## src/rtl/vgpl_ram.sv

```systemverilog
// Generic single-port RAM with registered read.
module vgpl_ram #(
   parameter int WIDTH = 8,
   parameter int DEPTH = 16
) (
   input  logic                     clock,
   input  logic                     wr_en,
   input  logic                     rd_en,
   input  logic [$clog2(DEPTH)-1:0] addr,
   input  logic [WIDTH-1:0]         wr_data,
   output logic [WIDTH-1:0]         rd_data
);
   logic [WIDTH-1:0] mem [DEPTH];
   logic [WIDTH-1:0] rd_data_ff;

   always_ff @(posedge clock) begin
      if (wr_en) begin
         mem[addr] <= wr_data;
      end
      if (rd_en) begin
         rd_data_ff <= mem[addr];
      end
   end

   assign rd_data = rd_data_ff;
endmodule

```

## config.mk

```make
export PLATFORM = sky130hd
export DESIGN_NAME = vgpl_ram
export DESIGN_NICKNAME = d
export VERILOG_FILES = /design/src/rtl/vgpl_ram.sv
export SDC_FILE = /design/constraint.sdc
export NUM_CORES = 1
export LEC_CHECK = 0
export BUFFER_PORTS_ARGS = -buffer_cell sky130_fd_sc_hd__buf_2
export CAP_MARGIN = 20
export CORE_UTILIZATION = 54
export CTS_CLUSTER_SIZE = 20
export DETAILED_ROUTE_END_ITERATION = 8
export PLACE_DENSITY_LB_ADDON = 0.2
export SYNTH_ARGS = -nofsm -noshare
export SYNTH_HDL_FRONTEND = slang
export SYNTH_SLANG_ARGS = --single-unit
```

## constraint.sdc

```tcl
create_clock -name clock -period 4.6 [get_ports clock]
set_input_delay 0.23 -clock clock [delete_from_list [all_inputs] [get_ports clock]]
set_output_delay 0.23 -clock clock [all_outputs]
set_load 0.03 [all_outputs]
```

==> flow_metrics.tcl <==
set metrics [dict create \
    final_cell_area_um2 5910 \
    drive_above_1_share_pct 30.9 \
    rr_startpoint "mem[9][3]" \
    crit_required_ns 4.86 \
    drtIter0Drc 192 \
    core_area_um2 9240 \
    setup_ws_ns 2.67 \
    synthArstFlopShare_pct 0 \
    slew_headroom_pct 38.3 \
    grt_pass1_vias 2441 \
    synth_fp_nets 245 \
    numCtsBuffers 17 \
    dr.pass1.iters 5 \
    antenna_cells 0 \
    post_cts_buffers 0 \
    synthTopCellsByArea "edfxtp_1, mux4_2, a22oi_1" \
    cpMaxStageDelayCell "buf_2" \
    initial_utilization_pct 55.7 \
    die_area_um2 9930 \
    dieHeight_um 99.6 \
    yosysWarnings 0 \
    rsz0062_at_grt "no" \
    finClkSkew_ns 0.00662 \
    cp-startpoint "addr[0]" \
    power_density_nw_per_um2 459 \
    clkTransAtPathRegs_ns 0.06 \
    peakVddDrop_v 0.000225 \
    min_period_ns 1.93 \
    portBuffers 22 \
    cts_max_path_buffers 2 \
    hp-class "input pin to register" \
    grt_max_degree 40 \
    die_w_um 99.6 \
    seq_area_frac_synth_pct 79.3 \
    outcome "finished, final reports clean" \
    rows 35 \
    finalSetupViolCount 0 \
    cts_resized 0 \
    grtUsageTotal_pct 22.7 \
    tightest_slew_ns 0.925 \
    critical_path_class "input pin to register" \
    arrival_ns 2.19 \
    min_period_over_period_pct 41.9 \
    gp_congestion 0.729 \
    worstSetupStartpointType "input pin" \
    antenna_found_initial 0 \
    h-tree-depth 4 \
    fmax_mhz 519 \
    yosysTopAreaCellShare_pct 79.3 \
    wl_per_cell_um 24.2 \
    synthToLayoutAreaGrowth_pct 14.8 \
    cts_tree "built" \
    crit_family "buffers and inverters" \
    drt_wl_total_um 9850 \
    synthCells 230 \
    cp_max_fo 29 \
    drcViolationCount 0 \
    nets 280 \
    ys_types 17 \
    place_hpwl_um 6110 \
    end_kind "register" \
    routed_via_density 5.93 \
    avgSynthCellArea_um2 22.4 \
    synth_commonest_cells "edfxtp_1, mux4_2, a22oi_1" \
    slew_viol_final 0 \
    fin_tns_setup_ns 0 \
    synth_edf_count 136 \
    max_stage_delay_ns 0.67 \
    hp-start "rd_en" \
    cts_root_buf "clkbuf_8" \
    overflow 0 \
    fill_cells 629 \
    cp_num_buf_inv 2 \
    yosysTopAreaCell "edfxtp_1" \
    drtAntennaViolNets 0 \
    clkSinkCount 136 \
    syn_area_um2 5150 \
    io_pins 23 \
    synth_seq_cells 136 \
    grt_pass1_wl_um 14900 \
    dpl_cell_area_um2 5400 \
    clk_latency_ns 0.52 \
    cp_cell_sequence "buf_2 > buf_4 > mux4_2 > a22oi_1 > nand2_1" \
    cts_hold_buf 0 \
    synthFlopType "edfxtp_1" \
    max_cap_violations 0 \
    dp_slack_ns 2.12 \
    vias 2413 \
    finalHoldViolations 0 \
    total_power_mw 2.71 \
    leakagePower_nw 1.91 \
    yosysMostFrequentCell "edfxtp_1" \
    whs_ns 0.104 \
]
-- final timing paths --
path / cells after the start / to / slack [ns]
max: 5 / rd_data[3] / 2.67
min: 1 / rd_data[7] / 0.10
max reg2reg: 3 / rd_data[3] / 3.07
min reg2reg: 3 / rd_data[5] / 0.75
-- placed cells by master, fill, tap and decap left out --
| cell | instances |
|---|---|
| nor3_1 | 4 |
| clkinv_1 | 2 |
| mux4_2 | 32 |
| nand2b_1 | 2 |
| nand2_1 | 9 |
| clkinvlp_4 | 2 |
| bufinv_16 | 1 |
| clkbuf_1 | 4 |
| nand3b_1 | 2 |
| and2_1 | 1 |
| nor2b_1 | 2 |
| buf_4 | 5 |
| nand3_1 | 1 |
| nor2_1 | 13 |
| buf_2 | 22 |
| clkbuf_16 | 16 |
| clkinv_2 | 6 |
| a22oi_1 | 16 |
| edfxtp_1 | 136 |
| or3b_2 | 1 |
| clkbuf_8 | 1 |
-- registers in the layout, indices dropped and copies added (netlist names) --
signal / count
mem: 128
rd_data: 8
-- where the power goes --
| part | internal, mW | switching, mW |
|---|---|---|
| Clock | 0.705 | 0.466 |
| Sequential | 1.40 | 0.00871 |
| Combinational | 0.0496 | 0.0872 |
| Total | 2.15 | 0.561 |
-- logic make-up after synthesis --
group | synth area share (%)
AO/OA/AOI/OAI | 2.33
buffers and inverters | 1.17
flip-flops | 79.3
multiplexers | 14.0
AND/OR/NAND/NOR | 3.16
-- final cells by class --
cell class	count	area, um^2	area share, %
clock inverter	11	82.6	1.40
multi-input combinational	83	1000	17.0
tap	129	161	2.73
timing repair buffer	27	148	2.50
clock buffer	21	429	7.26
sequential	136	4080	69.1
-- layer usage --
metal	routed length [um]	GRT usage, %	up-vias
li1	-	-	1040
met1	4160	33.6	1244
met2	4680	31.8	118
met3	887	7.66	11
met4	119	8.26	0
met5	0	0	-
-- stage by stage --
stage / util, % / std cells
floorplan: - / 230
global placement: 58.3 / 374
detailed placement: 58.4 / 375
CTS: 63.9 / 407
global route: 63.9 / 407
finish: 63.9 / 407
Note: power is estimated with default switching activity, not from simulation.
