File: src/rtl/vgpl_pkg.sv
// Shared types, codes and helper functions of the voxel grid point labeler.
package vgpl_pkg;

   localparam int COORD_W = 32;
   localparam int LABEL_W = 10;
   localparam int COUNT_W = 11;
   localparam int INDEX_W = 10;
   localparam int STATUS_W = 2;

   localparam logic KIND_LOAD = 1'b0;
   localparam logic KIND_READ = 1'b1;

   localparam logic [STATUS_W-1:0] STATUS_OK      = 2'd0;
   localparam logic [STATUS_W-1:0] STATUS_BAD_IDX = 2'd1;
   localparam logic [STATUS_W-1:0] STATUS_DROPPED = 2'd2;

   typedef struct packed {
      logic signed [COORD_W-1:0] z;
      logic signed [COORD_W-1:0] y;
      logic signed [COORD_W-1:0] x;
   } cell_type;

   typedef struct packed {
      logic     first;
      cell_type vox;
   } entry_type;

   typedef enum logic [3:0] {
      ST_IDLE,
      ST_DIV,
      ST_WRITE,
      ST_P1_RD,
      ST_P1_LD,
      ST_P1_SCAN,
      ST_P1_WR,
      ST_P2_RD,
      ST_P2_LD,
      ST_P2_SCAN,
      ST_P2_WR,
      ST_LOOKUP
   } state_type;

   // true when cell a comes before cell b in (z, y, x) order
   function automatic logic cell_less(input cell_type a, input cell_type b);
      logic res;
      if (a.z != b.z) begin
         res = a.z < b.z;
      end else if (a.y != b.y) begin
         res = a.y < b.y;
      end else begin
         res = a.x < b.x;
      end
      return res;
   endfunction

endpackage

File: src/rtl/vgpl_divider.sv
// Bit-serial floor division of a signed coordinate by the unsigned voxel size.
module vgpl_divider (
   input  logic                                clock,
   input  logic                                reset,
   input  logic                                start,
   input  logic signed [vgpl_pkg::COORD_W-1:0] dividend,
   input  logic [vgpl_pkg::COORD_W-1:0]        divisor,
   output logic                                done,
   output logic signed [vgpl_pkg::COORD_W-1:0] quotient
);
   localparam int W = vgpl_pkg::COORD_W;

   logic          busy_ff, busy_in;
   logic          done_ff, done_in;
   logic [4:0]    cnt_ff, cnt_in;
   logic [W-1:0]  q_ff, q_in;
   logic [W-1:0]  r_ff, r_in;
   logic [W-1:0]  d_ff, d_in;
   logic          neg_ff, neg_in;
   logic [W:0]    trial;
   logic [W:0]    diff;
   logic          fits;

   assign trial = {r_ff, q_ff[W-1]};
   assign diff  = trial - {1'b0, d_ff};
   assign fits  = trial >= {1'b0, d_ff};

   always_comb begin
      busy_in = busy_ff;
      done_in = 1'b0;
      cnt_in  = cnt_ff;
      q_in    = q_ff;
      r_in    = r_ff;
      d_in    = d_ff;
      neg_in  = neg_ff;
      if (start) begin
         busy_in = 1'b1;
         cnt_in  = '0;
         q_in    = dividend[W-1] ? W'(-dividend) : W'(dividend);
         r_in    = '0;
         d_in    = divisor;
         neg_in  = dividend[W-1];
      end else if (busy_ff) begin
         q_in   = {q_ff[W-2:0], fits};
         r_in   = fits ? diff[W-1:0] : trial[W-1:0];
         cnt_in = cnt_ff + 5'd1;
         if (cnt_ff == 5'd31) begin
            busy_in = 1'b0;
            done_in = 1'b1;
         end
      end
   end

   always_ff @(posedge clock) begin
      if (reset) begin
         busy_ff <= 1'b0;
         done_ff <= 1'b0;
      end else begin
         busy_ff <= busy_in;
         done_ff <= done_in;
      end
      cnt_ff <= cnt_in;
      q_ff   <= q_in;
      r_ff   <= r_in;
      d_ff   <= d_in;
      neg_ff <= neg_in;
   end

   assign done = done_ff;
   always_comb begin
      if (!neg_ff) begin
         quotient = q_ff;
      end else if (r_ff != '0) begin
         quotient = ~q_ff;
      end else begin
         quotient = -q_ff;
      end
   end
endmodule

File: config.mk
export PLATFORM = sky130hd
export DESIGN_NAME = vgpl_divider
export DESIGN_NICKNAME = d
export VERILOG_FILES = /design/src/rtl/vgpl_pkg.sv /design/src/rtl/vgpl_divider.sv
export SDC_FILE = /design/constraint.sdc
export NUM_CORES = 1
export LEC_CHECK = 0
export BUFFER_PORTS_ARGS = -buffer_cell sky130_fd_sc_hd__buf_2
export CORE_ASPECT_RATIO = 0.8
export CORE_MARGIN = 4
export CORE_UTILIZATION = 40
export CTS_BUF_LIST = sky130_fd_sc_hd__clkbuf_16
export CTS_CLUSTER_SIZE = 10
export DETAILED_ROUTE_END_ITERATION = 7
export GPL_TIMING_DRIVEN = 0
export PLACE_DENSITY = 0.6
export SYNTH_ARGS = -nofsm -noshare
export SYNTH_HDL_FRONTEND = slang
export SYNTH_SLANG_ARGS = --single-unit
File: constraint.sdc
create_clock -name clock -period 5 [get_ports clock]
set_input_delay 1 -clock clock [delete_from_list [all_inputs] [get_ports clock]]
set_output_delay 1 -clock clock [all_outputs]
set_load 0.03 [all_outputs]
==> impl_metrics.ini, run 1 <==
[status]
status = completed

[die]
placementRows = 43
design.die.area_um2 = 19900
initial_core_util_pct = 40.7
pin_count = 100
die_w_um = 157
core_area_um2 = 17400
die_y_um = 127

[timing]
maxSlewHeadroom_pct = 36.8
rsz0062_at_grt = false
tightest_slew_ns = 0.936
post-route-min-period_ns = 4.70
post-route-worst-setup-slack_ns = 0.304
final.period_utilization_pct = 93.9
fin_tns_setup_ns = 0
worst_hold_slack_ns = 0.486
finalMaxSlewViolations = 0
setup_viol = 0
max_freq_mhz = 213
fin_skew_ns = 0.00635
hold_viol_final = 0

[route]
drt_iter0_markers = 534
drc = 0
dr.pass1.iters = 5
vias_per_cell = 5.49
wl_um = 19400
ant_nets = 0
wl_per_cell_um = 16.8
num_vias = 6316

[setup_path]
max_stage_delay_ns = 0.47
crit_buf_inv = 2
crit_start = r_ff[7]$_SDFFE_PP0P_
cpMaxStageDelayCell = or4_1
path_delay_family = simple AND/OR/NAND/NOR gates
r2r-start = d_ff[1]$_DFFE_PP_
critPathCaptureType = output port
r2r_slack_ns = 1.16
crit_type = flip-flop to output port
crit_chain = nor4_1, nand2_1, nor4_4, buf_4, nor4bb_1, nand2_1, or3_1, or4_1, o31ai_1, xnor2_1, buf_2
r2r_cells = 13
required_ns = 4.00
r2r-end = r_ff[2]$_SDFFE_PP0P_
worstPathMaxFanout = 6
cp-start-kind = flip-flop
worst_path_most_repeated_cell = nand2_1
cp.arrival_ns = 3.70

[global_route]
antenna_found_initial = 1
grtUsageTotal_pct = 19.4
grt_pass1_wl_um = 31000
grt_max_degree = 35
grt_pass1_vias = 5920
grt_overflow = 0

[synth]
syn_area_um2 = 7080
netlist_instances = 806
ys_types = 59
avgSynthCellArea_um2 = 8.78
seq_area_frac_synth_pct = 38.6
synth_edf_count = 65
synth_fp_nets = 910
ys.warnings.count = 0
synthFlopType = edfxtp_1
synth-seq-cells = 104
ys_async_sr_fraction_pct = 0

[worst_hold_path]
worstHoldPathType = flip-flop to flip-flop
holdPathStages = 2
whs_endpoint = r_ff[31]$_SDFFE_PP0P_
hp-start = r_ff[31]$_SDFFE_PP0P_

[clocking]
cts.path.max_buffers = 2
cts_buffers = 9
cts_htree_levels = 3
clock_latency_ns = 0.36
cts_root_buf = clkbuf_16
cts_tree = built
cts_sinks = 104
clk_pin_slew_worst_paths_ns = 0.07

[placed_design]
dp_slack_ns = 0.552
port_buffers = 99
gp_congestion = 0.913
hpwl_um = 14500

[cells_and_area]
area_growth_pct = 15.7
finalNetCount = 1024
drive_gt1_share_pct = 13.4
fillCellCount = 1754

[power]
p_per_area_nw_per_um2 = 320
vdd_drop_max_uv = 139
p_leak_nw = 3.34

[job]
drv_cap = 0
## timing repair
item,CTS,global route
resized for setup,0,0
setup buffers,0,3
setup endpoints to repair,0,3
hold buffers,0,0
## layer usage
metal	GRT usage, %	share of wire (%)	up-vias
li1	-	-	3143
met1	30.9	52	2962
met2	26.5	40	191
met3	3.45	6.4	20
met4	5.36	1.5	0
met5	0	0	-
## worst min-delay path, delay by kind of cell, from the launching register on
family	cells	cell delay, ns
compound gates	1	0.06
simple gates	1	0.05
flops	1	0.33
## cell families after synthesis
logic type	Yosys count	synth area share [%]
XOR/XNOR	88	10.9
buffers and inverters	92	4.88
adder cells (fa/ha/maj)	37	6.65
flip-flops	104	38.6
multiplexers	16	2.28
AND/OR/NAND/NOR	240	16.2
AO/OA/AOI/OAI	229	20.5
## layout make-up
cell class | instances | area [µm²] | area share [%]
sequential | 104 | 2730 | 33.4
timing repair buffer | 103 | 546 | 6.66
tap | 225 | 282 | 3.44
clock inverter | 7 | 57.6 | 0.703
inverter | 51 | 191 | 2.34
multi-input combinational | 610 | 4000 | 48.8
buffer | 41 | 154 | 1.88
clock buffer | 9 | 225 | 2.75
antenna | 1 | 2.50 | 0.0306
## flip-flops by register name, indices dropped and copies added, names as in the netlist
signal	count
neg_ff	1
busy_ff	1
d_ff	32
q_ff	32
cnt_ff	5
done	1
r_ff	32
## worst max-delay path by stage
stage                   end  slack, ns  cells after the start
6_report       quotient[26]       0.30                     11
5_1_grt        quotient[26]       0.13                     11
4_1_cts        quotient[26]       0.15                     10
3_5_place_dp   quotient[26]       0.55                     10
3_3_place_gp   quotient[26]       0.59                     10
2_1_floorplan  quotient[26]       1.14                      9
## cell usage in the layout (no fill, tap or decap), types with 15 or more instances in the layout
| cell type | instances |
|---|---|
| xor2_1 | 40 |
| xnor2_1 | 48 |
| ha_1 | 36 |
| nor2_1 | 86 |
| inv_1 | 54 |
| o31ai_1 | 20 |
| nand2_1 | 60 |
| dfxtp_1 | 39 |
| mux2i_1 | 15 |
| a211oi_1 | 22 |
| o21ai_0 | 58 |
| clkbuf_1 | 38 |
| or3_1 | 15 |
| edfxtp_1 | 65 |
| buf_2 | 99 |
| a21oi_1 | 67 |
| a21o_1 | 18 |
## cell usage after synthesis (2+ instances only)
master / number / area share, %
nor4_1: 11 / 0.97
nand2b_1: 4 / 0.35
o221ai_1: 4 / 0.49
a21o_1: 18 / 1.9
o21ai_0: 58 / 4.1
a22o_1: 2 / 0.25
buf_1: 3 / 0.16
o31a_1: 2 / 0.25
a21oi_1: 67 / 4.7
o21a_1: 4 / 0.42
o41ai_1: 5 / 0.62
or2_2: 3 / 0.27
nand3b_1: 2 / 0.21
xor2_1: 40 / 4.9
nor2b_1: 6 / 0.53
a211oi_1: 22 / 2.3
o31ai_1: 20 / 2.1
nand2_1: 60 / 3.2
edfxtp_1: 65 / 28
or3_1: 15 / 1.3
a31oi_1: 4 / 0.35
nor3_1: 10 / 0.71
clkbuf_1: 38 / 2.0
o2111ai_1: 2 / 0.25
dfxtp_1: 39 / 11
nand4_1: 12 / 1.1
inv_1: 51 / 2.7
ha_1: 36 / 6.4
a21boi_0: 2 / 0.21
nand3_1: 13 / 0.92
mux2i_1: 15 / 2.1
nor2_1: 86 / 4.6
xnor2_1: 48 / 5.9
and2_1: 4 / 0.35
o21bai_1: 3 / 0.32
o211ai_1: 2 / 0.21
or4_1: 7 / 0.74
and3_1: 2 / 0.18
## power breakdown
| group | switching, W | total, W | internal (W) |
|---|---|---|---|
| Sequential | 0.0000775 | 0.00108 | 0.00100 |
| Combinational | 0.000528 | 0.000842 | 0.000314 |
| Clock | 0.000320 | 0.000701 | 0.000381 |
| Total | 0.000926 | 0.00262 | 0.00170 |
## stage by stage
stage / utilization, % / power (W) / area (µm²) / cells
after global placement: 45.2 / 0.00192 / 7860 / 1130
final: 47.1 / 0.00262 / 8190 / 1151
after detailed placement: 45.2 / 0.00193 / 7860 / 1130
after floorplan: - / 0.00168 / 7080 / 806
after CTS: 46.8 / 0.00264 / 8140 / 1146
after global routing: 47.1 / 0.00277 / 8190 / 1151
(Power assumes the default switching activity.)
==> run 2: changes to the inputs <==
MAX_ROUTING_LAYER = met4   (was not set)
clock period = 4.95 ns   (was 5 ns; I/O delays follow)
==> impl_metrics.ini, run 2 (synthesized netlist as in run 1, its figures left out) <==
[status]
status = completed

[timing]
maxSlewHeadroom_pct = 38.2
rsz0062_at_grt = false
setup_viol = 0
finalMaxSlewViolations = 0
max_freq_mhz = 213
tightest_slew_ns = 0.915
post-route-worst-setup-slack_ns = 0.265
fin_skew_ns = 0.00716
final.period_utilization_pct = 94.6
hold_viol_final = 0
fin_tns_setup_ns = 0
post-route-min-period_ns = 4.68

[worst_hold_path]
holdPathStages = 2
whs_endpoint = r_ff[31]$_SDFFE_PP0P_
worstHoldPathType = flip-flop to flip-flop
hp-start = r_ff[31]$_SDFFE_PP0P_

[cells_and_area]
area_growth_pct = 15.7
regArea_um2 = 2730
most-common-layout-cells = buf_2, nor2_1, a21oi_1, edfxtp_1, nand2_1
fillCellCount = 1754
drive_gt1_share_pct = 13.4
reg_top3 = d_ff (32), q_ff (32), r_ff (32)
multi_input_area_um2 = 4000
finalNetCount = 1024
final_common_cell = buf_2

[clocking]
clock_latency_ns = 0.36
cts_htree_levels = 3
clk_pin_slew_worst_paths_ns = 0.07
postCtsHoldBufs = 0
cts.path.max_buffers = 2
cts_sinks = 104
cts_root_buf = clkbuf_16
cts_tree = built
cts_buffers = 9

[route]
vias_per_cell = 5.48
wl_um = 19400
drc = 0
num_vias = 6308
wl_per_cell_um = 16.8
ant_nets = 0
dr.pass1.iters = 5
drt_iter0_markers = 551

[setup_path]
cp-start-kind = flip-flop
worstPathMaxFanout = 6
r2r-end = r_ff[2]$_SDFFE_PP0P_
r2r_cells = 13
crit_type = flip-flop to output port
r2r_slack_ns = 1.13
cp.arrival_ns = 3.69
required_ns = 3.96
r2r-start = d_ff[1]$_DFFE_PP_
critPathCaptureType = output port

[global_route]
globalRouteMet1Util_pct = 31.1
grt_pass1_vias = 5908
busiest_layer = met1
met2_usage_pct = 26.5
met3_usage_pct = 3.25
grt_pass1_wl_um = 31000
antenna_found_initial = 1
grt_overflow = 0
grt_max_degree = 35
grtUsageTotal_pct = 19.9

[power]
switchingPower_w = 0.000932
swShare_pct = 35.2
seqPwrFrac_pct = 41.2
p_clk_share_pct = 26.6
p_int_w = 0.00171
vdd_drop_max_uv = 140
p_comb_share_pct = 32.2
p_per_area_nw_per_um2 = 323
p_leak_nw = 3.34

[placed_design]
gp_congestion = 0.929
dp_slack_ns = 0.512
port_buffers = 99
hpwl_um = 14500

[die]
die_y_um = 127
design.die.area_um2 = 19900
initial_core_util_pct = 40.7
die_w_um = 157
placementRows = 43
core_area_um2 = 17400
pin_count = 100

[job]
drv_cap = 0
## run 2: cell counts in the layout (fill, tap and decap cells not counted)
Identical to the previous run, type by type.
## run 2: what timing repair did
action	in CTS	in global routing
gates resized for setup	0	0
setup endpoints to repair	0	5
setup buffers	0	3
## run 2: worst max-delay path, stage by stage (launching register included)
cell      delay, ns
dfxtp_1        0.34
nor4_1         0.39
nand2_1        0.17
nor4_4         0.29
buf_4          0.19
nor4bb_1       0.21
nand2_1        0.21
or3_1          0.44
or4_1          0.47
o31ai_1        0.27
xnor2_1        0.15
buf_2          0.21
## run 2: worst max-delay path by stage
stage                                startpoint           end  slack, ns  cells past startpoint
after floorplan           r_ff[26]$_SDFFE_PP0P_  quotient[26]       1.10                      9
after global placement    r_ff[23]$_SDFFE_PP0P_  quotient[26]       0.55                     10
after detailed placement  r_ff[23]$_SDFFE_PP0P_  quotient[26]       0.51                     10
after CTS                 r_ff[23]$_SDFFE_PP0P_  quotient[26]       0.11                     10
after global routing       r_ff[7]$_SDFFE_PP0P_  quotient[26]       0.09                     11
final                      r_ff[7]$_SDFFE_PP0P_  quotient[26]       0.27                     11
## run 2: power by group through the flow
stage,Combinational [W],Clock [W],Sequential (W)
3_3_place_gp,0.000834,0,0.00111
3_5_place_dp,0.000838,0,0.00111
2_1_floorplan,0.000617,0,0.00108
6_report,0.000851,0.000704,0.00109
4_1_cts,0.000844,0.000731,0.00109
5_1_grt,0.000941,0.000756,0.00110
## run 2: layer usage
metal  share of wire, %  up-vias  wire length, µm
li1                   -     3141                -
met1                 52     2935            10100
met2                 40      211             7680
met3                6.6       21             1270
met4                1.5        0              289
met5                  0        -                0
## run 2: metrics by stage
step           std cells  cell area (µm²)  hold WS (ns)  utilization (%)  power, W
2_1_floorplan        806             7080         0.448                -   0.00170
3_3_place_gp        1130             7860         0.474             45.2   0.00194
3_5_place_dp        1130             7860         0.473             45.2   0.00195
4_1_cts             1146             8140         0.485             46.8   0.00266
5_1_grt             1151             8190         0.529             47.1   0.00280
6_report            1151             8190         0.485             47.1   0.00265
## run 2: layout make-up
class / count / share of cell area (%)
diodes: 1 / 0.0306
plain buffers: 41 / 1.88
clock buffers: 9 / 2.75
clock inverters: 7 / 0.703
inverters: 51 / 2.34
multi-input cells: 610 / 48.8
flip-flops and latches: 104 / 33.4
well taps: 225 / 3.44
repair buffers: 103 / 6.66
